**src/hdl/spm_ram.sv**
```systemverilog
// ----------------------------------------------------------------------------
// spm_ram
// Generic single-write, single-read RAM with registered read data.
// ----------------------------------------------------------------------------
module spm_ram #(
    parameter int WIDTH = 8,
    parameter int DEPTH = 16
) (
    input  logic                     clk,
    input  logic                     we,
    input  logic [$clog2(DEPTH)-1:0] waddr,
    input  logic [WIDTH-1:0]         wdata,
    input  logic                     re,
    input  logic [$clog2(DEPTH)-1:0] raddr,
    output logic [WIDTH-1:0]         rdata
);

    logic [WIDTH-1:0] mem [DEPTH];
    logic [WIDTH-1:0] rdata_reg;

    // Write port
    always_ff @(posedge clk)
    begin
        if (we)
            mem[waddr] <= wdata;
    end

    // Read port, data held until the next read
    always_ff @(posedge clk)
    begin
        if (re)
            rdata_reg <= mem[raddr];
    end

    assign rdata = rdata_reg;

endmodule

```
**config.mk**
```make
export PLATFORM = sky130hd
export DESIGN_NAME = spm_ram
export DESIGN_NICKNAME = d
export VERILOG_FILES = /design/src/hdl/spm_ram.sv
export SDC_FILE = /design/constraint.sdc
export NUM_CORES = 1
export LEC_CHECK = 0
export BUFFER_PORTS_ARGS = -buffer_cell sky130_fd_sc_hd__buf_2
export CAP_MARGIN = 10
export CORE_MARGIN = 5
export CORE_UTILIZATION = 35
export DETAILED_ROUTE_END_ITERATION = 8
export PLACE_DENSITY = 0.49
export SLEW_MARGIN = 20
export SYNTH_ARGS = -nofsm -noshare
export SYNTH_HDL_FRONTEND = slang
export SYNTH_SLANG_ARGS = --single-unit
```
**constraint.sdc**
```tcl
create_clock -name clk -period 2 [get_ports clk]
set_input_delay 0.2 -clock clk [delete_from_list [all_inputs] [get_ports clk]]
set_output_delay 0.2 -clock clk [all_outputs]
set_load 0.01 [all_outputs]
```
# Word-level counts from Yosys, hierarchy flattened

Memory sizes are Yosys's and may differ from the RTL's. A register that Yosys moved wholly into a read port is not among the register bits.
Index checks and enable logic that the tools add are counted.

Register bits: 0
Memory bits (writable): 128
Input port bits: 19
Logic and storage cells: 3
Memories: 1

Mux-type cells: 2

Memory list:

| name | words | width | rd ports | clocked after Yosys merged registers in | wr ports | RTL line | text |
|---|---|---|---|---|---|---|---|
| mem  | 16    | 8     | 1        | 1                                       | 1        | 18       | `logic [WIDTH-1:0] mem [DEPTH];` |

Operators by type and width:

| operator         | count |
|---|---|
| 1-bit 2-to-1 mux | 2 |

# Depth between registers and ports, before layout

Depth in word-level cells: 2
Mapped depth: 5
Depth with buffers taken out: 3

# Worst setup path before layout

OpenSTA, ideal clock, no wires.

Path kind: input -> register
Start: in waddr[2]
End: mem mem[0][0], enable pin
Setup time: 0.383 ns
Data arrival time: 1.310 ns
Required time: 1.617 ns
Setup slack: 0.307 ns
Stages on the path: 2
Path buffers: 0
Cell sequence: or3b_2 nor3_1

RTL lines:

| element         | RTL line | text |
|---|---|---|
| start, declared | 11       | `input logic [$clog2(DEPTH)-1:0] waddr,` |
| end, declared   | 18       |  |

Straight into the memory's write port.

==> out/qor.txt <==
Total of max-cap violations = 0
Post-Synth Adder-Cell Area = 0
Post-synthesis compound-gate area fraction = 0.0230
Synth Register Bits = 136
Post-Synthesis Cell Area = 0.00523 mm2
Footprint of the multi-input gates = 0.00106 mm2
Netlist cell types = 18
Main combinational cell family by area after synthesis = multiplexers
Register area = 0.00408 mm2
Pre-antenna DRT Iters = 5
Area grow syn2layout = 21.0%
Pwr per Cell Area = 1070 mW/mm2
GR Util All Layers = 0.129
CTS resizes = 0
Status = finished clean
Vias in the first global route = 2555
CTS tree = done
R2R cell count = 3
Synth top cells by count = edfxtp_1 (136), mux4_2 (18), a22oi_1 (16), mux4_1 (14), nor2_1 (13)
YS warnings = 0
VDD IR max = 0.000622 V
Initial Utilization = 0.358
Max clock buf depth = 2
Slew @ Worst Pin = 0.421 ns
Ant diodes = 0
Clock latency on the worst-skew pair = 0.41 ns
Initial DRC Count = 151
Syn Area/Cell = 22.8 um2
CP startpoint kind = flip-flop
Number of slew-limit violations in the final report = 0
Rel. slew slack = 0.719
Number of synthesized flops with an enable pin = 136
Largest net degree at the start of global routing = 25
R2r setup slk = 0.50 ns
Crit Reg-Reg Startpoint = mem[10][7]
Most frequent cell after synthesis = edfxtp_1
H-tree Lvls = 4
Setup CP Type = reg -> reg
Final ANT Viol Nets = 0
Synth area leader = edfxtp_1
WL/cell = 22.3 um
Cell Count, Final, Fillers Out = 484
Fillers = 1255
Die area = 0.0175 mm2
Antenna violations before repair = 0
Final Setup Violations = 0
Hold Path Sink = rdata[5]
Leak = 2.13 nW
Share of the synthesized area in the top cell type = 0.781
Clock Sinks = 136
# DRC = 0
RSZ-0062 raised after global routing = no
WL final = 10.8 mm
Mux contribution to synthesized area = 0.148
Xor and xnor area share after synthesis = 0
Via count = 2425
Port Buf Inserts = 26
Worst hold stages = 1
Fin Setup TNS = 0 ns
Top FF cell, synth = edfxtp_1
IO Count = 27
Crit path required time = 2.15 ns
Via density = 5.01
Core area = 0.0146 mm2
Ys async rst share = 0
Cells after synthesis = 229
Worst-path clk slew = 0.06 ns
Die X-Extent = 132 um
Max reg flops = 128
Worst stage delay on the critical path = 0.47 ns
Worst endpoint data arrival time = 1.65 ns
Post-Place Cells = 452
Critical path fanouts, max = 1
Final period util = 0.750
Simple-gate share of the synthesized area = 0.0314
GP Congestion = 0.675
Final #Nets = 306
Dpl cell area = 0.00570 mm2
Final critical-path setup slack = 0.499 ns
Root buf cell = clkbuf_16
Post-Syn Nets = 248
FF-to-FF End = rdata[7]
Minimum clock period = 1.50 ns
Crit path cell chain = mux4_2 > a22oi_1 > nand2_1
Clk_skew = 0.00627 ns
PnR Total Power = 6.79 mW
Post-CTS Setup Bufs = 0
Hold-fix buffer count after cts = 0
Post-synthesis sequential area ratio = 0.781
Final Hold Viols = 0
Grt ovf = 0
Crit end category = flip-flop
FMAX = 666 MHz
Dpl ws = 0.116 ns
Row count = 44
Hold Path Class = in -> reg
CTS buffer count = 17
Critical path's slowest cell = mux4_2
Worst hold path startpoint = re
Post-DP HPWL = 6.86 mm
Global-route wire length before repair = 16.2 mm
Die Ht = 132 um
Share of cells above drive strength 1 = 0.330
Final non-filler cell area = 0.00633 mm2
Largest cells by area after synthesis = edfxtp_1 (78%), mux4_2 (7.8%), mux4_1 (7.0%), a22oi_1 (2.3%), nor2_1 (0.93%)
area by class of cell:
type,instances,area share
Sequential cell,136,0.645
Clock inverter,15,0.0320
Clock buffer,17,0.0672
Multi-Input combinational cell,83,0.167
Tap cell,184,0.0364
Timing Repair Buffer,49,0.0518
cell families after synthesis:
family                 count (synthesis)
AO/OA/AOI/OAI                         16
buffers and inverters                 10
flip-flops                           136
multiplexers                          32
AND/OR/NAND/NOR                       35
how the worst max path moves through the flow:
stage	from	endpoint	slack, ns
2_1_floorplan	waddr[2]	mem[0][0]	0.31
3_3_place_gp	raddr[0]	rdata[3]	0.16
3_5_place_dp	raddr[0]	rdata[3]	0.12
4_1_cts	mem[10][7]	rdata[7]	0.43
5_1_grt	mem[10][7]	rdata[7]	0.38
6_report	mem[10][7]	rdata[7]	0.50
power by group:
group          switching [mW]  internal, mW  leakage [nW]
registers              0.0160          3.21          1.24
logic                   0.179         0.131         0.603
clock network            1.16          2.09         0.293
stage by stage:
stage,hold slack (ns),util
global route,0.151,0.434
finish,0.166,0.434
CTS,0.157,0.434
global placement,0.595,0.391
floorplan,0.299,-
detailed placement,0.594,0.391
metal layers:
layer  GRT usage  up-vias  wire length [um]  share of wire
met4      0.0407        0               114          0.011
met2       0.190       62              4980           0.46
li1            -     1102                 -              -
met1       0.183     1253              5130           0.47
met5           0        -                 0              0
met3      0.0435        8               571          0.053
worst max-delay path: cells and delay by family (launching register included):
kind | cells | cell delay [ns]
compound gates | 1 | 0.31
mux | 1 | 0.47
simple gates | 1 | 0.10
flops | 1 | 0.36
placed cells by master (no fill, tap or decap), types with 4 or more instances in the layout:
cell          n
clkbuf_16    17
buf_4        21
nor3_1        4
bufinv_16     4
clkinvlp_4    4
a22oi_1      16
clkinv_4      4
buf_2        26
nand2_1       9
mux4_2       18
nor2_1       13
mux4_1       14
edfxtp_1    136
No activity file was read; power rests on OpenSTA's default activity.
