$ cat src/hdl/spm_pkg.sv
// ----------------------------------------------------------------------------
// spm_pkg
// Shared constants, types and saturation helpers of the stereo pan mixer.
// ----------------------------------------------------------------------------
package spm_pkg;

    // Sizing
    localparam int NUM_SOURCES = 4;
    localparam int NUM_REGS    = 4;
    localparam int MAX_FRAMES  = 1024;
    localparam int SAMPLE_BITS = 24;
    localparam int ACC_BITS    = SAMPLE_BITS + 2;
    localparam int MEM_W       = 2 * ACC_BITS;
    localparam int ADDR_W      = $clog2(MAX_FRAMES);

    // Field widths
    localparam int FRAME_W = 10;
    localparam int BLK_W   = 11;
    localparam int SRC_W   = 2;
    localparam int SET_W   = 34;
    localparam int INDEX_W = 2;
    localparam int GAIN_W  = 16;
    localparam int PAN_W   = 16;
    localparam int FACT_W  = 15;
    localparam int COEF_W  = 16;
    localparam int TERM_W  = SAMPLE_BITS + 1;

    // Settings word layout
    localparam int SET_PRESENT_BIT = 33;
    localparam int SET_MUTED_BIT   = 32;
    localparam int SET_PAN_LSB     = 16;
    localparam int SET_GAIN_LSB    = 0;

    // Fixed-point constants
    localparam int UNITY_GAIN = 32768;
    localparam int UNITY_PAN  = 16384;
    localparam int COEF_SHIFT = 14;
    localparam int COEF_RND   = 8192;
    localparam int TERM_SHIFT = 15;
    localparam int TERM_RND   = 16384;

    // Operation codes
    localparam logic OP_ACCUM = 1'b0;
    localparam logic OP_MIX   = 1'b1;

    // Sequencer states
    typedef enum logic [2:0] {
        ST_CLEAR,
        ST_IDLE,
        ST_COEF,
        ST_SCALE,
        ST_COMMIT
    } state_t;

    // Controls from the sequencer to the datapath
    typedef struct packed {
        logic              busy;
        logic              accept;
        logic              coef_en;
        logic              scale_en;
        logic              commit;
        logic              clear_we;
        logic [ADDR_W-1:0] clear_addr;
    } ctrl_t;

    // Saturate an accumulator sum with one guard bit to ACC_BITS
    function automatic logic signed [ACC_BITS-1:0] sat_acc(
        input logic signed [ACC_BITS:0] v);
        logic signed [ACC_BITS-1:0] r;
        if (v[ACC_BITS] != v[ACC_BITS-1])
            r = {v[ACC_BITS], {(ACC_BITS-1){~v[ACC_BITS]}}};
        else
            r = v[ACC_BITS-1:0];
        return r;
    endfunction

    // Saturate an accumulator entry to the output sample width
    function automatic logic signed [SAMPLE_BITS-1:0] sat_out(
        input logic signed [ACC_BITS-1:0] v);
        logic [ACC_BITS-SAMPLE_BITS:0] top;
        logic signed [SAMPLE_BITS-1:0] r;
        top = v[ACC_BITS-1:SAMPLE_BITS-1];
        if ((&top) || !(|top))
            r = v[SAMPLE_BITS-1:0];
        else
            r = {v[ACC_BITS-1], {(SAMPLE_BITS-1){~v[ACC_BITS-1]}}};
        return r;
    endfunction

endpackage

$ cat src/hdl/spm_scale.sv
// ----------------------------------------------------------------------------
// spm_scale
// Pan law and gain: left/right coefficients, then scaled sample terms.
// ----------------------------------------------------------------------------
module spm_scale (
    input  logic                                   clk,
    input  logic                                   coef_en,
    input  logic                                   scale_en,
    input  logic [spm_pkg::SET_W-1:0]              settings,
    input  logic signed [spm_pkg::SAMPLE_BITS-1:0] left_sample,
    input  logic signed [spm_pkg::SAMPLE_BITS-1:0] right_sample,
    output logic signed [spm_pkg::TERM_W-1:0]      term_left,
    output logic signed [spm_pkg::TERM_W-1:0]      term_right
);

    localparam int CPROD_W = spm_pkg::GAIN_W + spm_pkg::FACT_W;
    localparam int SPROD_W = spm_pkg::SAMPLE_BITS + spm_pkg::COEF_W + 1;

    logic [spm_pkg::GAIN_W-1:0]        gain_raw;
    logic [spm_pkg::GAIN_W-1:0]        gain;
    logic signed [spm_pkg::PAN_W-1:0]  pan_raw;
    logic signed [spm_pkg::PAN_W-1:0]  pan;
    logic signed [spm_pkg::PAN_W-1:0]  lf_full;
    logic signed [spm_pkg::PAN_W-1:0]  rf_full;
    logic [spm_pkg::FACT_W-1:0]        lf;
    logic [spm_pkg::FACT_W-1:0]        rf;
    logic [CPROD_W-1:0]                lc_sum;
    logic [CPROD_W-1:0]                rc_sum;
    logic [spm_pkg::COEF_W-1:0]        lc_reg;
    logic [spm_pkg::COEF_W-1:0]        rc_reg;
    logic signed [SPROD_W-1:0]         lt_sum;
    logic signed [SPROD_W-1:0]         rt_sum;
    logic signed [spm_pkg::TERM_W-1:0] term_left_reg;
    logic signed [spm_pkg::TERM_W-1:0] term_right_reg;

    // Clamp gain to unity and pan to -1..+1
    always_comb
    begin
        gain_raw = settings[spm_pkg::SET_GAIN_LSB +: spm_pkg::GAIN_W];
        pan_raw  = $signed(settings[spm_pkg::SET_PAN_LSB +: spm_pkg::PAN_W]);
        if (gain_raw > spm_pkg::GAIN_W'(spm_pkg::UNITY_GAIN))
            gain = spm_pkg::GAIN_W'(spm_pkg::UNITY_GAIN);
        else
            gain = gain_raw;
        if (pan_raw > $signed(spm_pkg::PAN_W'(spm_pkg::UNITY_PAN)))
            pan = $signed(spm_pkg::PAN_W'(spm_pkg::UNITY_PAN));
        else if (pan_raw < -$signed(spm_pkg::PAN_W'(spm_pkg::UNITY_PAN)))
            pan = -$signed(spm_pkg::PAN_W'(spm_pkg::UNITY_PAN));
        else
            pan = pan_raw;
    end

    // Linear pan: positive pan cuts left only, negative pan cuts right only
    always_comb
    begin
        lf_full = $signed(spm_pkg::PAN_W'(spm_pkg::UNITY_PAN));
        rf_full = $signed(spm_pkg::PAN_W'(spm_pkg::UNITY_PAN));
        if (pan > 0)
            lf_full = $signed(spm_pkg::PAN_W'(spm_pkg::UNITY_PAN)) - pan;
        if (pan < 0)
            rf_full = $signed(spm_pkg::PAN_W'(spm_pkg::UNITY_PAN)) + pan;
        lf = lf_full[spm_pkg::FACT_W-1:0];
        rf = rf_full[spm_pkg::FACT_W-1:0];
    end

    // Coefficient stage: gain times pan factor, rounded to Q1.15
    assign lc_sum = CPROD_W'(gain) * CPROD_W'(lf) + CPROD_W'(spm_pkg::COEF_RND);
    assign rc_sum = CPROD_W'(gain) * CPROD_W'(rf) + CPROD_W'(spm_pkg::COEF_RND);

    always_ff @(posedge clk)
    begin
        if (coef_en)
        begin
            lc_reg <= spm_pkg::COEF_W'(lc_sum >> spm_pkg::COEF_SHIFT);
            rc_reg <= spm_pkg::COEF_W'(rc_sum >> spm_pkg::COEF_SHIFT);
        end
    end

    // Scale stage: sample times coefficient, round half up
    assign lt_sum = SPROD_W'(left_sample) * $signed({1'b0, lc_reg})
                  + SPROD_W'(spm_pkg::TERM_RND);
    assign rt_sum = SPROD_W'(right_sample) * $signed({1'b0, rc_reg})
                  + SPROD_W'(spm_pkg::TERM_RND);

    always_ff @(posedge clk)
    begin
        if (scale_en)
        begin
            term_left_reg  <= spm_pkg::TERM_W'(lt_sum >>> spm_pkg::TERM_SHIFT);
            term_right_reg <= spm_pkg::TERM_W'(rt_sum >>> spm_pkg::TERM_SHIFT);
        end
    end

    assign term_left  = term_left_reg;
    assign term_right = term_right_reg;

endmodule

$ cat config.mk
export PLATFORM = sky130hd
export DESIGN_NAME = spm_scale
export DESIGN_NICKNAME = d
export VERILOG_FILES = /design/src/hdl/spm_pkg.sv /design/src/hdl/spm_scale.sv
export SDC_FILE = /design/constraint.sdc
export NUM_CORES = 2
export LEC_CHECK = 0
export BUFFER_PORTS_ARGS = -buffer_cell sky130_fd_sc_hd__buf_2
export CAP_MARGIN = 30
export CORE_MARGIN = 1
export CORE_UTILIZATION = 40
export DETAILED_ROUTE_END_ITERATION = 7
export PLACE_DENSITY = 0.61
export SKIP_CTS_REPAIR_TIMING = 1
export SYNTH_ARGS = -nofsm -noshare
export SYNTH_HDL_FRONTEND = slang
export SYNTH_SLANG_ARGS = --single-unit
$ cat constraint.sdc
create_clock -name clk -period 12.3 [get_ports clk]
set_clock_uncertainty 0.2 [all_clocks]
set_input_delay 1.23 -clock clk [delete_from_list [all_inputs] [get_ports clk]]
set_output_delay 1.23 -clock clk [all_outputs]
set_load 0.05 [all_outputs]
# --- Word level (Yosys, flattened, before mapping) ---
# Cells that the tools add are included.
word_totals:
  regBits: 82
  inputBits: 85
  word_cells: 24
op_classes:
  n_mul: 4
  mux: 5
  n_lt_le_gt_ge: 5
  add_sub_neg: 6
ops:
  columns: ["cell", "n"]
  rows:
  - ["adder 40 x 16 -> 40 bit (second input constant)", 2]
  - ["multiplier 24 x 17 -> 40 bit", 2]
  - ["adder 30 x 14 -> 30 bit (second input constant)", 2]
  - ["multiplier 16 x 15 -> 30 bit", 2]
  - ["2-to-1 mux 16 bit", 3]
  - ["> comparator 16 bit (second input constant)", 2]
  - ["2-to-1 mux 15 bit", 2]
  - ["> comparator 16 x 1 -> 1 bit (second input constant)", 1]
  - ["less-than comparator 16 x 1 -> 1 bit (second input constant)", 1]
  - ["less-than comparator 16 x 15 -> 1 bit (second input constant)", 1]
  - ["adder 15 bit (first input constant)", 1]
  - ["subtractor 15 bit (first input constant)", 1]

# --- Logic depth before layout (Yosys ltp) ---
logic_depth:
  depth_word: 7
  depth_mapped: 36
  ltp_nobuf: 33

# --- Worst setup path after synthesis ---
# OpenSTA, ideal clock, no wires.
synth_path:
  kind: "in2reg"
  from: "input port settings[26] (netlist name)"
  to: "register lc_reg[15] (netlist name) (data pin)"
  arrival_ps: 8893
  setup_slack_ps: 2948
  n_path_buf: 4
  cell_stages: 36
  required_ps: 11841
  cell_sequence: "buf_2 -> nor3_2 -> nand4_1 -> a21boi_1 -> buf_2 -> nand2_1 -> ha_1 -> nor3b_1 -> nand2_1 -> nor2_1 -> nor2_1 -> clkbuf_1 -> o31a_1 -> clkbuf_1 -> nand2_1 -> fa_1 -> inv_1 -> fa_1 -> inv_1 -> fa_1 -> inv_1 -> fa_1 -> fa_1 -> inv_1 -> fa_1 -> inv_1 -> ha_1 -> nand4_1 -> a211o_1 -> nor3b_1 -> o31ai_2 -> nor3_1 -> nor3_2 -> o21bai_1 -> a21oi_1 -> xnor2_1"
synth_via:
  elab_chain_cells: 7
  word_cells_on_any_way: 9
  classes_between: "add/sub: 2; mul: 1; order compare: 3; mux: 3"
synth_lines:
  columns: ["element", "line", "source"]
  rows:
  - ["start, declared", "spm_scale.sv:9", "input logic [spm_pkg::SET_W-1:0] settings,"]
  - ["less-than comparator 16 x 15 -> 1 bit", "spm_scale.sv:47", "else if (pan_raw < -$signed(spm_pkg::PAN_W'(spm_pkg::UNITY_PAN)))"]
  - ["2-to-1 mux 16 bit", "spm_scale.sv:47", null]
  - ["2-to-1 mux 16 bit *", "spm_scale.sv:45", "if (pan_raw > $signed(spm_pkg::PAN_W'(spm_pkg::UNITY_PAN)))"]
  - ["subtractor 15 bit / > comparator 16 x 1 -> 1 bit (equally long branches)", "spm_scale.sv:59, spm_scale.sv:58", null]
  - ["2-to-1 mux 15 bit *", "spm_scale.sv:58", "if (pan > 0)"]
  - ["multiplier 16 x 15 -> 30 bit *", "spm_scale.sv:67", "assign lc_sum = CPROD_W'(gain) * CPROD_W'(lf) + CPROD_W'(spm_pkg::COEF_RND);"]
  - ["adder 30 x 14 -> 30 bit *", "spm_scale.sv:67", null]
  - ["via lc_sum[29]", "spm_scale.sv:27", "logic [CPROD_W-1:0] lc_sum;"]
  - ["end signal, assigned", "spm_scale.sv:74", "lc_reg <= spm_pkg::COEF_W'(lc_sum >> spm_pkg::COEF_SHIFT);"]
  - ["end, declared", "spm_scale.sv:29", "logic [spm_pkg::COEF_W-1:0] lc_reg;"]
# The timed path passes the listed nets; every way through them passes the cells marked *.
# A chain may end at the register's enable or synchronous reset.

# --- Worst setup path after layout ---
layout_path:
  from: "input port settings[18] (netlist name)"
  to: "register lc_reg[15] (netlist name) (data pin)"
# Same word-level chain as after synthesis.

==> run_summary.xml <==
<?xml version="1.0" encoding="UTF-8"?>
<metrics>
  <group name="critical_path">
    <metric name="critical_path_arrival" unit="ns">10.58</metric>
    <metric name="kind_of_cell_with_the_highest_combined_delay_on_the_critical_path" unit="">simple AND/OR/NAND/NOR gates</metric>
    <metric name="timing.critical_path.required" unit="ns">12.22</metric>
    <metric name="rr_worst_depth" unit="">22</metric>
    <metric name="critical_path_peak_fanout" unit="">16</metric>
    <metric name="critPathBufInv" unit="">6</metric>
    <metric name="most_frequent_cell_on_the_critical_path" unit="">sky130_fd_sc_hd__fa_1</metric>
    <metric name="timing.critical_path.to_type" unit="">flop</metric>
    <metric name="critical_path_class" unit="">input pin to flop</metric>
    <metric name="cp-startpoint" unit="">settings[18]</metric>
    <metric name="rrSetupSlack" unit="ns">4.28</metric>
    <metric name="startpoint_type" unit="">input pin</metric>
    <metric name="r2r-start" unit="">lc_reg[8]</metric>
    <metric name="max_stage_delay" unit="ns">0.82</metric>
    <metric name="worstReg2RegEnd" unit="">term_left[19]</metric>
    <metric name="crit_path_top_delay_cell" unit="">sky130_fd_sc_hd__nand4_1</metric>
  </group>
  <group name="floorplan">
    <metric name="floorplan.rows" unit="">122</metric>
    <metric name="die_area" unit="sq um">113300</metric>
    <metric name="initial_core_util" unit="%">40.40</metric>
    <metric name="coreArea" unit="sq um">110800</metric>
    <metric name="boundaryPins" unit="">135</metric>
    <metric name="dieWidth" unit="um">336.6</metric>
    <metric name="floorplan.die.height" unit="um">336.6</metric>
  </group>
  <group name="logic_synthesis">
    <metric name="synthCells" unit="">4862</metric>
    <metric name="synth_edf_count" unit="">82</metric>
    <metric name="avgSynthCellArea" unit="sq um">9.208</metric>
    <metric name="post-synth-top-count-cell" unit="">sky130_fd_sc_hd__inv_1</metric>
    <metric name="syn-cell-area" unit="sq um">44770</metric>
    <metric name="synthFlopType" unit="">sky130_fd_sc_hd__edfxtp_1</metric>
    <metric name="ys_async_sr_fraction" unit="%">0</metric>
    <metric name="synth_top_cells_by_count" unit="">sky130_fd_sc_hd__inv_1 (1184), sky130_fd_sc_hd__fa_1 (1102), sky130_fd_sc_hd__nand2_1 (715)</metric>
    <metric name="yosysUniqueCellTypes" unit="">70</metric>
    <metric name="yosysWarningCount" unit="">0</metric>
    <metric name="ys_seq_area_share" unit="%">5.500</metric>
    <metric name="synthesis.nets" unit="">6476</metric>
    <metric name="synth_largest_area_cell" unit="">sky130_fd_sc_hd__fa_1</metric>
    <metric name="synth_top_cell_area_share" unit="%">49.28</metric>
    <metric name="synth_area_leaders" unit="">sky130_fd_sc_hd__fa_1 (49%), sky130_fd_sc_hd__ha_1 (12%), sky130_fd_sc_hd__inv_1 (9.9%)</metric>
    <metric name="synth_seq_cells" unit="">82</metric>
  </group>
  <group name="clocking">
    <metric name="htree_depth" unit="">3</metric>
    <metric name="register_clock_pin_slew_on_the_reported_worst_setup_and_hold_paths" unit="ns">0.07</metric>
    <metric name="ctsRootBufferMaster" unit="">sky130_fd_sc_hd__clkbuf_16</metric>
    <metric name="cts_buffers" unit="">9</metric>
    <metric name="cts_max_path_buffers" unit="">2</metric>
    <metric name="cts_num_sinks" unit="">82</metric>
    <metric name="worst_skew_pair.late_latency" unit="ns">0.40</metric>
    <metric name="cts_tree" unit="">built</metric>
  </group>
  <group name="global_route">
    <metric name="globalRouteTotalUtil" unit="%">20.33</metric>
    <metric name="number_of_antenna_violations_at_the_first_check_in_global_routing" unit="">7</metric>
    <metric name="grt_pass1_vias" unit="">34090</metric>
    <metric name="grt_first_pass_wirelength" unit="mm">180.5</metric>
    <metric name="grt_remaining_overflow" unit="">0</metric>
    <metric name="pin_count_of_the_biggest_net_entering_global_routing" unit="">51</metric>
  </group>
  <group name="final_layout">
    <metric name="layout.core_utilization" unit="%">42.57</metric>
    <metric name="layout.area.seq" unit="sq um">2462</metric>
    <metric name="total_area_of_multi_input_combinational_cells" unit="sq um">37080</metric>
    <metric name="filler_cell_count" unit="">11040</metric>
    <metric name="final_cell_area" unit="sq um">47180</metric>
    <metric name="areaGrowthSynthToFinish" unit="%">5.383</metric>
    <metric name="post_route_cells_drive_above_1_share" unit="%">4.251</metric>
    <metric name="fin_nets" unit="">6455</metric>
  </group>
  <group name="timing">
    <metric name="finalMaxSlewViolations" unit="">0</metric>
    <metric name="timing.fmax" unit="GHz">0.09381</metric>
    <metric name="rsz0062_at_grt" unit="">false</metric>
    <metric name="setup_total_negative_slack" unit="ns">0</metric>
    <metric name="period_share" unit="%">86.66</metric>
    <metric name="hold_ws" unit="ns">1.240</metric>
    <metric name="finalSetupViolations" unit="">0</metric>
    <metric name="period_minus_slack" unit="ns">10.66</metric>
    <metric name="tightestPinTransition" unit="ns">1.079</metric>
    <metric name="hold_viol_final" unit="">0</metric>
    <metric name="max-slew-margin-rel" unit="%">28.06</metric>
  </group>
  <group name="routing">
    <metric name="wire_per_inst" unit="um">17.23</metric>
    <metric name="drt-pass1-iter-count" unit="">5</metric>
    <metric name="vias_per_cell" unit="">4.947</metric>
    <metric name="drt-total-wl" unit="mm">109.2</metric>
    <metric name="drt.antenna.violating_nets" unit="">0</metric>
    <metric name="dr_total_vias" unit="">31360</metric>
    <metric name="drt_drc_violations_left" unit="">0</metric>
    <metric name="number_of_design_rule_violations_left_by_the_first_detailed_router_iteration" unit="">1829</metric>
  </group>
  <group name="place">
    <metric name="placed_area" unit="sq um">46810</metric>
    <metric name="placement.io_buffers" unit="">132</metric>
    <metric name="gp_congestion" unit="">0.8540</metric>
    <metric name="place.detailed.hpwl" unit="mm">88.12</metric>
  </group>
  <group name="hold_path">
    <metric name="min_path_type" unit="">input pin to flop</metric>
    <metric name="hold_end" unit="">lc_reg[2]</metric>
    <metric name="min-delay-start" unit="">coef_en</metric>
    <metric name="hold_depth" unit="">1</metric>
  </group>
  <group name="run">
    <metric name="max-cap-violations" unit="">0</metric>
  </group>
  <group name="status">
    <metric name="status" unit="">complete, no violations</metric>
  </group>
</metrics>
cells by family after synthesis:
| logic type | synth area share, % |
|---|---|
| multiplexers | 0.02236 |
| AND/OR/NAND/NOR | 16.27 |
| AO/OA/AOI/OAI | 3.178 |
| adder cells (fa/ha/maj) | 61.21 |
| flip-flops | 5.500 |
| XOR/XNOR | 2.132 |
| buffers and inverters | 11.68 |
cell usage in the layout, fill, tap and decap left out, drive strengths merged, types with 6 or more instances in the layout:
cell type / Yosys / layout
nor2: 215 / 215
a21o: 26 / 26
inv: 1184 / 1185
buf: 13 / 174
o211ai: 6 / 6
nor3: 26 / 26
and2: 430 / 430
a21oi: 72 / 72
o21a: 13 / 13
nand3: 28 / 28
o21bai: 7 / 7
ha: 427 / 427
a211o: 6 / 6
nor2b: 28 / 28
fa: 1102 / 1102
and3: 22 / 22
or3: 9 / 9
clkbuf: 193 / 9
nand2b: 22 / 22
a211oi: 11 / 11
o21ai: 38 / 38
nand2: 715 / 715
xor2: 33 / 33
a21boi: 7 / 7
nor4: 9 / 9
edfxtp: 82 / 82
xnor2: 76 / 76
nand4: 13 / 13
metal layers:
| layer | part of all wire (%) | vias up | routed length, um | global-route usage (%) |
|---|---|---|---|---|
| met5 | 0.021 | - | 23 | 0 |
| met1 | 44 | 16150 | 47500 | 27.86 |
| met3 | 6.2 | 170 | 6732 | 2.485 |
| met2 | 48 | 865 | 51920 | 33.82 |
| li1 | - | 14170 | - | - |
| met4 | 2.8 | 4 | 3018 | 5.803 |
layout make-up:
type	instances	area share, %
Multi-Input combinational cell	3390	78.60
Inverter	1184	9.420
Sequential cell	82	5.219
Tap cell	1488	3.946
Timing Repair Buffer	174	2.151
Clock buffer	9	0.4774
Clock inverter	7	0.1644
Antenna cell	5	0.02652
worst max path at each step:
stage	end	slack [ns]	cells after the start
after global routing	lc_reg[15]	1.02	33
final	lc_reg[15]	1.64	33
after global placement	lc_reg[15]	1.55	34
after CTS	lc_reg[15]	1.84	33
after detailed placement	lc_reg[15]	1.46	33
after floorplan	lc_reg[15]	2.95	36
stage by stage:
| stage | setup slack [ns] | instances |
|---|---|---|
| 2_1_floorplan | 2.948 | 4862 |
| 3_3_place_gp | 1.548 | 6315 |
| 3_5_place_dp | 1.459 | 6316 |
| 4_1_cts | 1.843 | 6332 |
| 5_1_grt | 1.016 | 6335 |
| 6_report | 1.640 | 6339 |
Power is not shown: default switching activity piles up to over one toggle a cycle in this logic, so the estimate is an artifact.
