===== config.mk =====
export PLATFORM = sky130hd
export DESIGN_NAME = spm_ctrl
export DESIGN_NICKNAME = d
export VERILOG_FILES = /design/src/hdl/spm_pkg.sv /design/src/hdl/spm_ctrl.sv
export SDC_FILE = /design/constraint.sdc
export NUM_CORES = 1
export LEC_CHECK = 0
export BUFFER_PORTS_ARGS = -buffer_cell sky130_fd_sc_hd__buf_2
export CAP_MARGIN = 40
export CORE_AREA = 8 8 45 47
export CTS_CLUSTER_DIAMETER = 100
export DETAILED_ROUTE_END_ITERATION = 7
export DIE_AREA = 0 0 53 55
export PLACE_DENSITY = 0.79
export SLEW_MARGIN = 40
export SYNTH_ARGS = -nofsm -noshare
export SYNTH_HDL_FRONTEND = slang
export SYNTH_SLANG_ARGS = --single-unit

===== constraint.sdc =====
create_clock -name clk -period 2.43 [get_ports clk]
set_clock_uncertainty 0.05 [all_clocks]
set_input_delay 0.1215 -clock clk [delete_from_list [all_inputs] [get_ports clk]]
set_output_delay 0.1215 -clock clk [all_outputs]
set_load 0.02 [all_outputs]

===== src/hdl/spm_pkg.sv =====
// ----------------------------------------------------------------------------
// spm_pkg
// Shared constants, types and saturation helpers of the stereo pan mixer.
// ----------------------------------------------------------------------------
package spm_pkg;

    // Sizing
    localparam int NUM_SOURCES = 4;
    localparam int NUM_REGS    = 4;
    localparam int MAX_FRAMES  = 1024;
    localparam int SAMPLE_BITS = 24;
    localparam int ACC_BITS    = SAMPLE_BITS + 2;
    localparam int MEM_W       = 2 * ACC_BITS;
    localparam int ADDR_W      = $clog2(MAX_FRAMES);

    // Field widths
    localparam int FRAME_W = 10;
    localparam int BLK_W   = 11;
    localparam int SRC_W   = 2;
    localparam int SET_W   = 34;
    localparam int INDEX_W = 2;
    localparam int GAIN_W  = 16;
    localparam int PAN_W   = 16;
    localparam int FACT_W  = 15;
    localparam int COEF_W  = 16;
    localparam int TERM_W  = SAMPLE_BITS + 1;

    // Settings word layout
    localparam int SET_PRESENT_BIT = 33;
    localparam int SET_MUTED_BIT   = 32;
    localparam int SET_PAN_LSB     = 16;
    localparam int SET_GAIN_LSB    = 0;

    // Fixed-point constants
    localparam int UNITY_GAIN = 32768;
    localparam int UNITY_PAN  = 16384;
    localparam int COEF_SHIFT = 14;
    localparam int COEF_RND   = 8192;
    localparam int TERM_SHIFT = 15;
    localparam int TERM_RND   = 16384;

    // Operation codes
    localparam logic OP_ACCUM = 1'b0;
    localparam logic OP_MIX   = 1'b1;

    // Sequencer states
    typedef enum logic [2:0] {
        ST_CLEAR,
        ST_IDLE,
        ST_COEF,
        ST_SCALE,
        ST_COMMIT
    } state_t;

    // Controls from the sequencer to the datapath
    typedef struct packed {
        logic              busy;
        logic              accept;
        logic              coef_en;
        logic              scale_en;
        logic              commit;
        logic              clear_we;
        logic [ADDR_W-1:0] clear_addr;
    } ctrl_t;

    // Saturate an accumulator sum with one guard bit to ACC_BITS
    function automatic logic signed [ACC_BITS-1:0] sat_acc(
        input logic signed [ACC_BITS:0] v);
        logic signed [ACC_BITS-1:0] r;
        if (v[ACC_BITS] != v[ACC_BITS-1])
            r = {v[ACC_BITS], {(ACC_BITS-1){~v[ACC_BITS]}}};
        else
            r = v[ACC_BITS-1:0];
        return r;
    endfunction

    // Saturate an accumulator entry to the output sample width
    function automatic logic signed [SAMPLE_BITS-1:0] sat_out(
        input logic signed [ACC_BITS-1:0] v);
        logic [ACC_BITS-SAMPLE_BITS:0] top;
        logic signed [SAMPLE_BITS-1:0] r;
        top = v[ACC_BITS-1:SAMPLE_BITS-1];
        if ((&top) || !(|top))
            r = v[SAMPLE_BITS-1:0];
        else
            r = {v[ACC_BITS-1], {(SAMPLE_BITS-1){~v[ACC_BITS-1]}}};
        return r;
    endfunction

endpackage


===== src/hdl/spm_ctrl.sv =====
// ----------------------------------------------------------------------------
// spm_ctrl
// Sequencer: post-reset clearing sweep, then an item sequence of coefficient, scale and commit states.
// ----------------------------------------------------------------------------
module spm_ctrl (
    input  logic            clk,
    input  logic            rst_n,
    input  logic            start,
    output spm_pkg::ctrl_t  ctrl
);

    spm_pkg::state_t                state_reg;
    spm_pkg::state_t                state_next;
    logic [spm_pkg::ADDR_W-1:0]     clr_cnt_reg;
    logic [spm_pkg::ADDR_W-1:0]     clr_cnt_next;
    logic                           clr_last;

    assign clr_last = (clr_cnt_reg == spm_pkg::ADDR_W'(spm_pkg::MAX_FRAMES - 1));

    // State and sweep counter
    always_ff @(posedge clk or negedge rst_n)
    begin
        if (!rst_n)
        begin
            state_reg   <= spm_pkg::ST_CLEAR;
            clr_cnt_reg <= '0;
        end
        else
        begin
            state_reg   <= state_next;
            clr_cnt_reg <= clr_cnt_next;
        end
    end

    // Next state
    always_comb
    begin
        state_next   = state_reg;
        clr_cnt_next = clr_cnt_reg;
        case (state_reg)
            spm_pkg::ST_CLEAR:
            begin
                clr_cnt_next = clr_cnt_reg + 1'b1;
                if (clr_last)
                    state_next = spm_pkg::ST_IDLE;
            end
            spm_pkg::ST_IDLE:
            begin
                if (start)
                    state_next = spm_pkg::ST_COEF;
            end
            spm_pkg::ST_COEF:   state_next = spm_pkg::ST_SCALE;
            spm_pkg::ST_SCALE:  state_next = spm_pkg::ST_COMMIT;
            spm_pkg::ST_COMMIT: state_next = spm_pkg::ST_IDLE;
            default:            state_next = spm_pkg::ST_CLEAR;
        endcase
    end

    // Outputs
    always_comb
    begin
        ctrl            = '0;
        ctrl.clear_addr = clr_cnt_reg;
        case (state_reg)
            spm_pkg::ST_CLEAR:
            begin
                ctrl.busy     = 1'b1;
                ctrl.clear_we = 1'b1;
            end
            spm_pkg::ST_IDLE:
            begin
                ctrl.accept = start;
            end
            spm_pkg::ST_COEF:
            begin
                ctrl.busy    = 1'b1;
                ctrl.coef_en = 1'b1;
            end
            spm_pkg::ST_SCALE:
            begin
                ctrl.busy     = 1'b1;
                ctrl.scale_en = 1'b1;
            end
            spm_pkg::ST_COMMIT:
            begin
                ctrl.busy   = 1'b1;
                ctrl.commit = 1'b1;
            end
            default:
            begin
                ctrl.busy = 1'b1;
            end
        endcase
    end

endmodule


==> Word level (Yosys, flattened, before mapping) <==
Cells that the tools add are included.
{ "totals": {"out_inout_bits": 16, "ramBits": 0, "elab_cells": 21, "input_bits": 3, "register_bits": 13, "latch_bits": 0, "romBits": 0, "n_memories": 0} }
{ "classes": {"n_mul": 0, "n_div": 0, "n_shift": 0, "magnitude_cmp": 0, "eq_ne": 7, "reduce_logical": 2, "add_sub_neg": 1, "muxes": 9, "bitwise": 0} }
{ "ops": {"columns": ["cell", "n"], "rows": [
  ["$pmux 3 s5", 1],
  ["$add 10x1->10 const B", 1],
  ["$eq 10x10->1 const B", 1],
  ["$eq 3x2->1 const B", 2],
  ["$mux 1", 6],
  ["$mux 3", 2],
  ["$ne 2x2->1 const B", 2],
  ["$eq 3x1->1 const B", 1],
  ["$eq 3x3->1 const B", 1],
  ["$logic_not 3->1", 1],
  ["$reduce_and 2->1", 1]
]} }

==> Depth between registers and ports, before layout <==
Gate-level depths: netlist of the first run.
{ "logic_depth": {"word_depth": 3, "mapped_depth": 6, "ltp_nobuf": 4} }

==> Worst setup path after synthesis of the first run <==
Ideal clock, no wire load.
{ "synth_timing": {"kind": "flip-flop to flip-flop", "start": "register clr_cnt_reg[0] in the netlist's numbering", "end": "register clr_cnt_reg[8] in the netlist's numbering", "setup_ns": 0.080, "t_arrival_ns": 1.546, "setup_slack_ns": 0.754, "n_path_buf": 0, "synth_period_minus_slack_ns": 1.676, "t_required_ns": 2.300, "stages_incl_launch_ff": 5, "path_cell_list": "dfrtp_1 ha_1 or4b_4 nor3_1 xor2_1"} }
{ "synth_between": {"elab_chain_len": 1} }
{ "synth_lines": {"columns": ["item", "line_no", "rtl"], "rows": [
  ["start, declared", "spm_ctrl.sv:14", "logic [spm_pkg::ADDR_W-1:0] clr_cnt_reg;"],
  ["start signal, assigned", "spm_ctrl.sv:31", "clr_cnt_reg <= clr_cnt_next;"],
  ["$add 10x1->10", "spm_ctrl.sv:43", "clr_cnt_next = clr_cnt_reg + 1'b1;"]
]} }
No other way between the ends.
A chain may end at the register's enable or synchronous reset.

==> results.yml, run 1 <==
cts:
  clkSinkCount: 13
  clock-root-buffer: "clkbuf_4"
  clk_pin_slew_ns: 0.07
  worstSkewPairLatency_ns: 0.27
  clk_path_buf_depth: 2
  ctsHtreeMaxLevel: 1
  tritoncts: "yes"
  cts-buffers-inserted: 3
route:
  antenna_violating_nets_post_route: 0
  detail_route.drc_violations: 0
  wirelength_um: 1320
  vias_per_cell: 5.41
  route.detailed.wl_per_inst_um: 13.7
  vias: 519
  drt_first_pass_iters: 4
  number_of_drc_markers_after_the_initial_detailed_route_iteration: 6
power_and_ir_drop:
  power.static_leakage_uw: 0.000367
  p_per_area_nw_per_um2: 446
  peak_vdd_ir_uv: 325
layout:
  number_of_flip_flops_in_the_largest_register: 10
  nets_final: 85
  drive_above_1_share_pct: 35.0
  area_growth_from_synthesis_to_layout_pct: 16.2
  mostFrequentLayoutCell: "buf_2"
  num_antenna_cells: 0
  filler_cell_count: 121
  finalCoreUtilization_pct: 57.6
  layout.cells.most_common_list: "buf_2, dfrtp_1, nand2_1, xnor2_1"
  multiInputGateArea_sq_um: 318
  layout.area.seq_sq_um: 325
placed_design:
  count_of_buffers_from_port_buffering: 18
  detailedPlacementHpwl_um: 989
  gp_congestion: 0.789
  placement.setup.worst_slack_ns: 0.789
worst_setup_path:
  critical_path_arrival_ns: 1.56
  crit_path_end_kind: "primary output"
  r2r_slack_ns: 0.79
  timing.setup.critical_path_class: "register to primary output"
  crit_family: "flip-flops"
  cp_data_required_time_ns: 2.26
  number_of_cells_on_the_worst_reg_to_reg_path: 4
  crit_path_start_kind: "register"
  crit_slowest_cell: "dfrtp_1"
  crit_path_max_fanout: 10
  worstPathBufferInverterCount: 2
  worst_r2r_dst: "clr_cnt_reg[8]"
  path_cells: "or3_4, inv_1, buf_2"
  timing.rr.start: "clr_cnt_reg[0]"
  max_stage_delay_ns: 0.49
sta:
  hold_viol: 0
  worst_slew_margin_rel_pct: 79.4
  finalWorstPathRequiredPeriod_ns: 1.73
  setup_tns_ns: 0
  setup_violations_final: 0
  max_clock_freq_mhz: 577
  timing_worst_slew_pin_value_ns: 0.309
  rsz0062_at_grt: "no"
  pnr_worst_setup_slack_ns: 0.695
  timing.final.max_slew_violations: 0
  timing.final.crit_share_pct: 71.4
grt:
  grt_max_degree: 14
  grt_pass1_wl_um: 2190
  vias_in_the_first_global_route: 498
  antenna_found_initial: 0
  global_route.overflow_total: 0
  grt.total_usage_pct: 10.3
synthesis:
  syn_area_per_cell_sq_um: 11.2
  synth.yosys.warnings: 0
  yosysUniqueCellTypes: 21
  ys_seq_elements: 13
  proportion_of_register_bits_with_asynchronous_set_or_reset_after_synthesis_pct: 100
  postSynth.topFlopCell: "dfrtp_1"
  netlist.top_cell.by_area: "dfrtp_1"
  synth_fp_nets: 65
  netlist_area_sq_um: 686
  post_synth_inst_count: 61
  synth.top_cell.area_share_pct: 47.4
  synth_top_cells_by_area: "dfrtp_1, xnor2_1, nor4_4"
  part_of_the_yosys_area_used_for_sequential_elements_pct: 47.4
  synth_edf_count: 0
worst_hold_path:
  hold_path.class: "input pin to register"
  worst_hold_path.num_cells: 4
  min_from: "start"
  worstHoldEndpoint: "state_reg[1]"
die:
  dieWidth_um: 53
  rows: 14
  initial_utilization_pct: 49.5
  dieHeight_um: 55
  pin_count: 19
  floorplan.die_area_sq_um: 2920
  fp.coreArea_sq_um: 1380
run_status:
  run_status: "finished, final reports clean"
job:
  timing.max_cap.violations: 0
## layer usage
metal | wire length (um) | GRT usage (%) | up-vias | part of all wire, %
li1 | - | - | 247 | -
met1 | 539 | 11.8 | 257 | 41
met2 | 674 | 16.2 | 10 | 51
met3 | 67 | 2.67 | 5 | 5.1
met4 | 38 | 7.76 | 0 | 2.9
met5 | 0 | 0 | - | 0
## tightest hold or removal path: cells and delay by family
family	cells	cell delay (ns)
buf+inv	1	0.10
simple gates	2	0.10
mux	1	0.14
## area by class of cell
cell class              instances  share of cell area (%)
repair buffers                 19                    12.6
clock buffers                   4                    3.30
inverters                       2                   0.942
flip-flops and latches         13                    40.8
well taps                      16                    2.51
multi-input cells              42                    39.9
## per-stage QoR
stage,cells,instance area [sq um],total power (uW),hold WS [ns]
3_3_place_gp,91,761,226,-0.0357
3_5_place_dp,91,761,226,-0.0264
6_report,96,797,355,0.172
2_1_floorplan,61,686,220,-0.224
5_1_grt,96,797,374,0.191
4_1_cts,96,797,359,0.171
## report_power, final
| part | internal [uW] | switching [uW] |
|---|---|---|
| sequential | 216 | 0 |
| combinational | 2.20 | 4.56 |
| clock | 63.7 | 68.6 |
| total | 282 | 73.2 |
## timing repair
action | CTS | global route
gates resized for setup | 0 | 0
setup endpoints to repair | 0 | 0
hold endpoints to repair | 13 | 0
setup buffers | 0 | 0
hold buffers | 1 | 0
## worst max-delay path by stage
stage / start / to / slack (ns) / cells past startpoint
global route: state_reg[1] / ctrl[10] / 0.62 / 3
CTS: state_reg[1] / ctrl[10] / 0.70 / 3
finish: state_reg[1] / ctrl[10] / 0.70 / 3
global placement: clr_cnt_reg[0] / clr_cnt_reg[8] / 0.87 / 4
detailed placement: clr_cnt_reg[0] / clr_cnt_reg[8] / 0.79 / 4
floorplan: clr_cnt_reg[0] / clr_cnt_reg[8] / 0.75 / 4
## synthesized netlist by cell type, types with 2 or more instances
master	count
nand4_1	4
o21a_1	2
dfrtp_1	13
nor3b_1	2
inv_1	2
buf_6	2
and3b_2	2
nor4_4	2
nor2_1	3
xor2_1	4
xnor2_1	5
nor3_1	4
nand2_1	8
## cells by family after synthesis
group           share of synthesized area [%]
compound gates                           3.10
xor+xnor                                 11.5
fa+ha+maj                                1.82
buf+inv                                  6.20
flops                                    47.4
mux                                      1.64
simple gates                             28.3
(Power assumes the default switching activity.)
==> run 2: changes to the inputs <==
--- a/config.mk
+++ b/config.mk
@@ -7,11 +7,11 @@
 export LEC_CHECK = 0
 export BUFFER_PORTS_ARGS = -buffer_cell sky130_fd_sc_hd__buf_2
 export CAP_MARGIN = 40
-export CORE_AREA = 8 8 45 47
+export CORE_MARGIN = 8
+export CORE_UTILIZATION = 44
 export CTS_CLUSTER_DIAMETER = 100
 export DETAILED_ROUTE_END_ITERATION = 7
-export DIE_AREA = 0 0 53 55
-export PLACE_DENSITY = 0.79
+export PLACE_DENSITY = 0.72
 export SLEW_MARGIN = 40
 export SYNTH_ARGS = -nofsm -noshare
 export SYNTH_HDL_FRONTEND = slang
==> constraint.sdc (replaced) <==
create_clock -name clk -period 1.4 [get_ports clk]
set_clock_uncertainty 0.05 [all_clocks]
set_input_delay 0.07 -clock clk [delete_from_list [all_inputs] [get_ports clk]]
set_output_delay 0.07 -clock clk [all_outputs]
set_load 0.02 [all_outputs]
==> run 2 against run 1 <==
Net effect: the run now ends with setup timing left; clock power up 74%; sequential cell count unchanged; cell area increased by 24%; non-clock buffer count increased by 13; utilization increased by 8.5 points; register-to-register slack got worse by 0.88 ns; final cell count is 14% higher; die area is 5.6% higher; wire length grew 25%; highest routed layer is now met3.
==> results.yml, run 2 (synthesis gave the netlist of run 1 again) <==
route:
  vias_per_cell: 5.03
  wirelength_um: 1640
  antenna_violating_nets_post_route: 0
  vias: 548
  number_of_drc_markers_after_the_initial_detailed_route_iteration: 17
  detail_route.drc_violations: 0
  route.detailed.wl_per_inst_um: 15.1
  drt_first_pass_iters: 5
die:
  pin_count: 19
  floorplan.die_area_sq_um: 3080
  initial_utilization_pct: 46.1
  dieHeight_um: 55.5
  dieWidth_um: 55.5
  rows: 14
  fp.coreArea_sq_um: 1490
worst_setup_path:
  crit_path_end_kind: "primary output"
  max_stage_delay_ns: 0.43
  critical_path_arrival_ns: 1.38
  crit_family: "simple AND/OR/NAND/NOR gates"
  worstPathBufferInverterCount: 3
  crit_path_max_fanout: 3
  crit_slowest_cell: "or3_4"
  crit_path_frequent_cell: "buf_6"
  path_cells: "or3_4, clkinvlp_4, buf_6, buf_6"
  crit_path_start_kind: "register"
  timing.setup.critical_path_class: "register to primary output"
  cp_data_required_time_ns: 1.28
grt:
  grt_max_degree: 14
  antenna_found_initial: 0
  grt_pass1_wl_um: 2650
  global_route.overflow_total: 0
  grt.total_usage_pct: 10.6
  vias_in_the_first_global_route: 547
cts:
  clk_pin_slew_ns: 0.08
  cts-buffers-inserted: 3
  worstSkewPairLatency_ns: 0.27
  tritoncts: "yes"
  clock-root-buffer: "clkbuf_4"
  clk_path_buf_depth: 2
  clkSinkCount: 13
  ctsHtreeMaxLevel: 1
worst_hold_path:
  hold_path.class: "input pin to register"
placed_design:
  gp_congestion: 0.766
  detailedPlacementHpwl_um: 1150
  dp_cells: 100
  count_of_buffers_from_port_buffering: 18
  placement.setup.worst_slack_ns: -0.0434
job:
  timing.max_cap.violations: 0
sta:
  finalWorstPathRequiredPeriod_ns: 1.50
  timing.final.max_slew_violations: 0
  hold_viol: 0
  rsz0062_at_grt: "yes"
  timing.final.crit_share_pct: 107
  timing_worst_slew_pin_value_ns: 0.297
  max_clock_freq_mhz: 665
  setup_violations_final: 6
  worst_slew_margin_rel_pct: 80.1
  pnr_worst_setup_slack_ns: -0.104
power_and_ir_drop:
  peak_vdd_ir_uv: 489
  share_comb_of_total_power_pct: 1.9
  power_switching_uw: 128
  netSwitchingFraction_pct: 20.7
  power.static_leakage_uw: 0.000461
  portion_of_total_power_attributed_to_sequential_cells_pct: 60.8
  p_per_area_nw_per_um2: 626
  internal_power_uw: 489
  share_clk_of_total_power_pct: 37.3
run_status:
  run_status: "finished with violations"
  failed_checks: "setup timing"
layout:
  finalCoreUtilization_pct: 66.1
  number_of_flip_flops_in_the_largest_register: 10
  filler_cell_count: 119
  num_antenna_cells: 0
  nets_final: 98
  layout.cells.most_common_list: "buf_2, dfrtp_1, buf_4, nand2_1, buf_6"
  area_growth_from_synthesis_to_layout_pct: 43.6
  drive_above_1_share_pct: 54.8
  final-instance-count-excl-fill: 109
  mostFrequentLayoutCell: "buf_2"
-- run 2: cell count changes in the layout (fill, tap and decap cells not counted), sizes merged --
cell	previous run	this run
buf	18	31
clkinvlp	0	1
inv	2	1
-- run 2: through the flow --
stage	instance area [sq um]	hold WS, ns	setup TNS (ns)	total power [uW]
after floorplan	714	-0.276	-0.474	383
after global placement	857	-0.0832	-0.00826	393
after detailed placement	857	-0.0792	-0.0918	393
after CTS	943	0.117	-0.281	624
after global routing	985	0.122	-0.645	653
final	985	0.126	-0.331	617
-- run 2: cell type report --
cell class	instances	area, sq um	share of cell area, %
repair buffers	32	228	23.1
flip-flops and latches	13	328	33.3
well taps	16	20.0	2.03
multi-input cells	42	372	37.7
clock buffers	4	26.3	2.67
inverters	2	11.3	1.14
-- run 2: tightest hold or removal path: cells and delay by family --
kind	cells	cell delay [ns]
simple gates	2	0.10
buf+inv	1	0.10
mux	1	0.14
-- run 2: power groups by stage --
stage               registers [uW]  logic, uW  clock network [uW]
floorplan                      383   0.000408                   0
global placement               383       9.97                   0
detailed placement             383       10.3                   0
CTS                            375       12.4                 236
global route                   375       14.7                 264
finish                         375       11.9                 230
-- run 2: what timing repair did --
item | in CTS | in global routing
pin swaps | 8 | 2
resized for setup | 9 | 6
endpoints found under the setup margin | 6 | 14
hold endpoints to repair | 13 | 0
hold buffers | 1 | 0
buffers inserted | 2 | 2
-- run 2: path summary, 6_finish.rpt --
path,startpoint,to,slack [ns],cells after the start
min reg2reg,clr_cnt_reg[9],clr_cnt_reg[9],0.45,1
min in group asynchronous,rst_n,clr_cnt_reg[7],0.17,2
max,state_reg[0],ctrl[10],-0.10,4
max reg2reg,clr_cnt_reg[0],clr_cnt_reg[8],-0.09,4
max in group asynchronous,rst_n,clr_cnt_reg[1],0.89,2
min,start,state_reg[1],0.13,4
-- run 2: layer usage --
metal	up-vias	wire, um	global-route usage [%]
met4	0	0	5.28
met5	-	0	0
met1	262	741	11.7
met3	0	62	3.42
li1	275	-	-
met2	11	840	17.6
==> run 3: changes to the inputs <==
--- a/config.mk
+++ b/config.mk
@@ -5,13 +5,14 @@
 export SDC_FILE = /design/constraint.sdc
 export NUM_CORES = 1
 export LEC_CHECK = 0
+export ABC_AREA = 1
 export BUFFER_PORTS_ARGS = -buffer_cell sky130_fd_sc_hd__buf_2
 export CAP_MARGIN = 40
 export CORE_MARGIN = 8
 export CORE_UTILIZATION = 44
 export CTS_CLUSTER_DIAMETER = 100
 export DETAILED_ROUTE_END_ITERATION = 7
-export PLACE_DENSITY = 0.72
+export PLACE_DENSITY = 0.71
 export SLEW_MARGIN = 40
 export SYNTH_ARGS = -nofsm -noshare
 export SYNTH_HDL_FRONTEND = slang
==> run 3 against run 2 <==
Net effect: the flow now finishes without violations; utilization down 6.5 points; synthesized cell count up 33%; fmax up 14%; setup slack better by 0.19 ns; cell area down 8.8%; area after synthesis up 2.7%; power rose to 3.3 times the previous value; count of clock-buffer cells in the layout unchanged; die area up 1.9%.
==> results.yml, run 3 <==
power_and_ir_drop:
  p_per_area_nw_per_um2: 2250
  share_clk_of_total_power_pct: 11.7
  share_comb_of_total_power_pct: 56.9
  peak_vdd_ir_uv: 1250
  power_switching_uw: 964
  netSwitchingFraction_pct: 47.7
  power.static_leakage_uw: 0.000490
  totalPowerFinal_uw: 2020
  internal_power_uw: 1060
  portion_of_total_power_attributed_to_sequential_cells_pct: 31.4
route:
  route.detailed.wl_per_inst_um: 11.6
  antenna_violating_nets_post_route: 0
  drt_first_pass_iters: 3
  number_of_drc_markers_after_the_initial_detailed_route_iteration: 3
  vias: 600
  wirelength_um: 1450
  vias_per_cell: 4.80
  detail_route.drc_violations: 0
synthesis:
  ys_seq_elements: 13
  synth_fp_nets: 85
  yosysUniqueCellTypes: 20
  synth_edf_count: 0
  netlist_area_sq_um: 704
  postSynth.topFlopCell: "dfrtp_1"
  part_of_the_yosys_area_used_for_sequential_elements_pct: 46.2
  synth.yosys.warnings: 0
  synth_top_cells_by_area: "dfrtp_1, nand2_1, xnor2_1"
  syn_area_per_cell_sq_um: 8.70
  netlist.top_cell.by_area: "dfrtp_1"
  post_synth_inst_count: 81
  yosys.cell_count.top_type: "nand2_1"
  proportion_of_register_bits_with_asynchronous_set_or_reset_after_synthesis_pct: 100
  yosys-top-cells-count: "nand2_1, dfrtp_1, inv_1, nor2_1"
  synth.top_cell.area_share_pct: 46.2
die:
  floorplan.die_area_sq_um: 3140
  initial_utilization_pct: 46.8
  dieWidth_um: 56.0
  pin_count: 19
  fp.coreArea_sq_um: 1510
  rows: 14
  dieHeight_um: 56.0
layout:
  drive_above_1_share_pct: 36.7
  final-instance-count-excl-fill: 125
  num_antenna_cells: 0
  nets_final: 114
  area_growth_from_synthesis_to_layout_pct: 27.5
  number_of_flip_flops_in_the_largest_register: 10
  finalCoreUtilization_pct: 59.6
  mostFrequentLayoutCell: "nand2_1"
  filler_cell_count: 144
  layout.cells.most_common_list: "nand2_1, buf_2, dfrtp_1, inv_1, buf_4"
job:
  timing.max_cap.violations: 0
worst_hold_path:
  hold_path.class: "input pin to register"
cts:
  clk_pin_slew_ns: 0.08
  ctsHtreeMaxLevel: 1
  clock-root-buffer: "clkbuf_4"
  tritoncts: "yes"
  cts-buffers-inserted: 3
  clkSinkCount: 13
  worstSkewPairLatency_ns: 0.28
  clk_path_buf_depth: 2
grt:
  vias_in_the_first_global_route: 554
  grt_max_degree: 14
  grt_pass1_wl_um: 2490
  antenna_found_initial: 0
  globalRouteMet1Util_pct: 11.4
  grt.total_usage_pct: 9.62
  groute.layer.met2.usage_pct: 13.9
  global_route.overflow_total: 0
  grt_use_met3_pct: 3.20
  busiest_grt_layer: "met2"
worst_setup_path:
  max_stage_delay_ns: 0.41
  crit_family: "flip-flops"
  crit_path_end_kind: "primary output"
  critical_path_arrival_ns: 1.20
  crit_path_max_fanout: 6
  crit_slowest_cell: "dfrtp_1"
  path_cells: "inv_2, nand3_4, inv_4, buf_2"
  crit_path_start_kind: "register"
  worstPathBufferInverterCount: 3
  timing.setup.critical_path_class: "register to primary output"
  cp_data_required_time_ns: 1.28
  r2r_slack_ns: 0.09
sta:
  hold_viol: 0
  timing.final.crit_share_pct: 94.0
  finalWorstPathRequiredPeriod_ns: 1.32
  setup_violations_final: 0
  timing_worst_slew_pin_value_ns: 0.285
  max_clock_freq_mhz: 760
  timing.final.max_slew_violations: 0
  worst_slew_margin_rel_pct: 81.0
placed_design:
  count_of_buffers_from_port_buffering: 18
  detailedPlacementHpwl_um: 1070
  dp_cells: 116
  gp_congestion: 0.698
run_status:
  run_status: "finished, final reports clean"
==> run 3: final timing paths <==
check | startpoint | endpoint | cells after the start
max in group asynchronous | rst_n | clr_cnt_reg[5] | 2
min in group asynchronous | rst_n | clr_cnt_reg[0] | 2
max | state_reg[2] | ctrl[10] | 4
min | start | state_reg[0] | 4
max reg2reg | state_reg[2] | clr_cnt_reg[5] | 6
min reg2reg | state_reg[2] | state_reg[2] | 1
==> run 3: metrics by stage <==
stage          hold slack, ns  TNS, ns  area [sq um]  setup slack [ns]
2_1_floorplan          -0.276        0           704            0.0788
3_3_place_gp          -0.0792        0           822             0.167
3_5_place_dp          -0.0757        0           822             0.159
4_1_cts                 0.102        0           861           0.00563
5_1_grt                 0.132  -0.0342           898           -0.0162
6_report                0.107        0           898            0.0834
==> run 3: logic make-up (layout without fill, tap and decap cells) <==
kind of cell | Yosys count | after routing | share of synthesized area, %
DFF | 13 | 13 | 46.2
and+or+nand+nor | 46 | 46 | 35.2
adders and majority gates | 1 | 1 | 1.78
AOI/OAI and AO/OA | 2 | 2 | 1.78
buffers and inverters | 12 | 40 | 6.39
xor gates and xnor gates | 7 | 7 | 8.70
==> run 3: tightest hold or removal path: stages <==
cell and delay [ns]:
buf_2 0.07, inv_1 0.04, nand4_1 0.11, a22oi_1 0.10
==> run 3: final cells by class <==
class | instances | area (sq um) | share of cell area (%)
repair buffers | 24 | 140 | 15.6
well taps | 16 | 20.0 | 2.23
flip-flops and latches | 13 | 325 | 36.2
inverters | 12 | 47.5 | 5.29
multi-input cells | 56 | 339 | 37.7
clock buffers | 4 | 26.3 | 2.92
==> run 3: timing repair <==
item	in CTS	in global routing
hold buffers	1	0
hold endpoints to repair	13	0
pin swaps	1	1
gates resized for setup	1	2
setup buffers	0	4
endpoints found under the setup margin	1	3
==> run 3: power by group through the flow <==
stage	combinational (uW)	clock, uW	sequential [uW]
after floorplan	595	0	758
after global placement	998	0	641
after detailed placement	1000	0	646
after CTS	1030	241	639
after global routing	1290	263	658
final	1150	236	635
==> run 3: per-layer routing <==
layer / wire (um) / vias up
li1: - / 313
met1: 633 / 269
met2: 706 / 13
met3: 67 / 5
met4: 46 / 0
met5: 0 / -
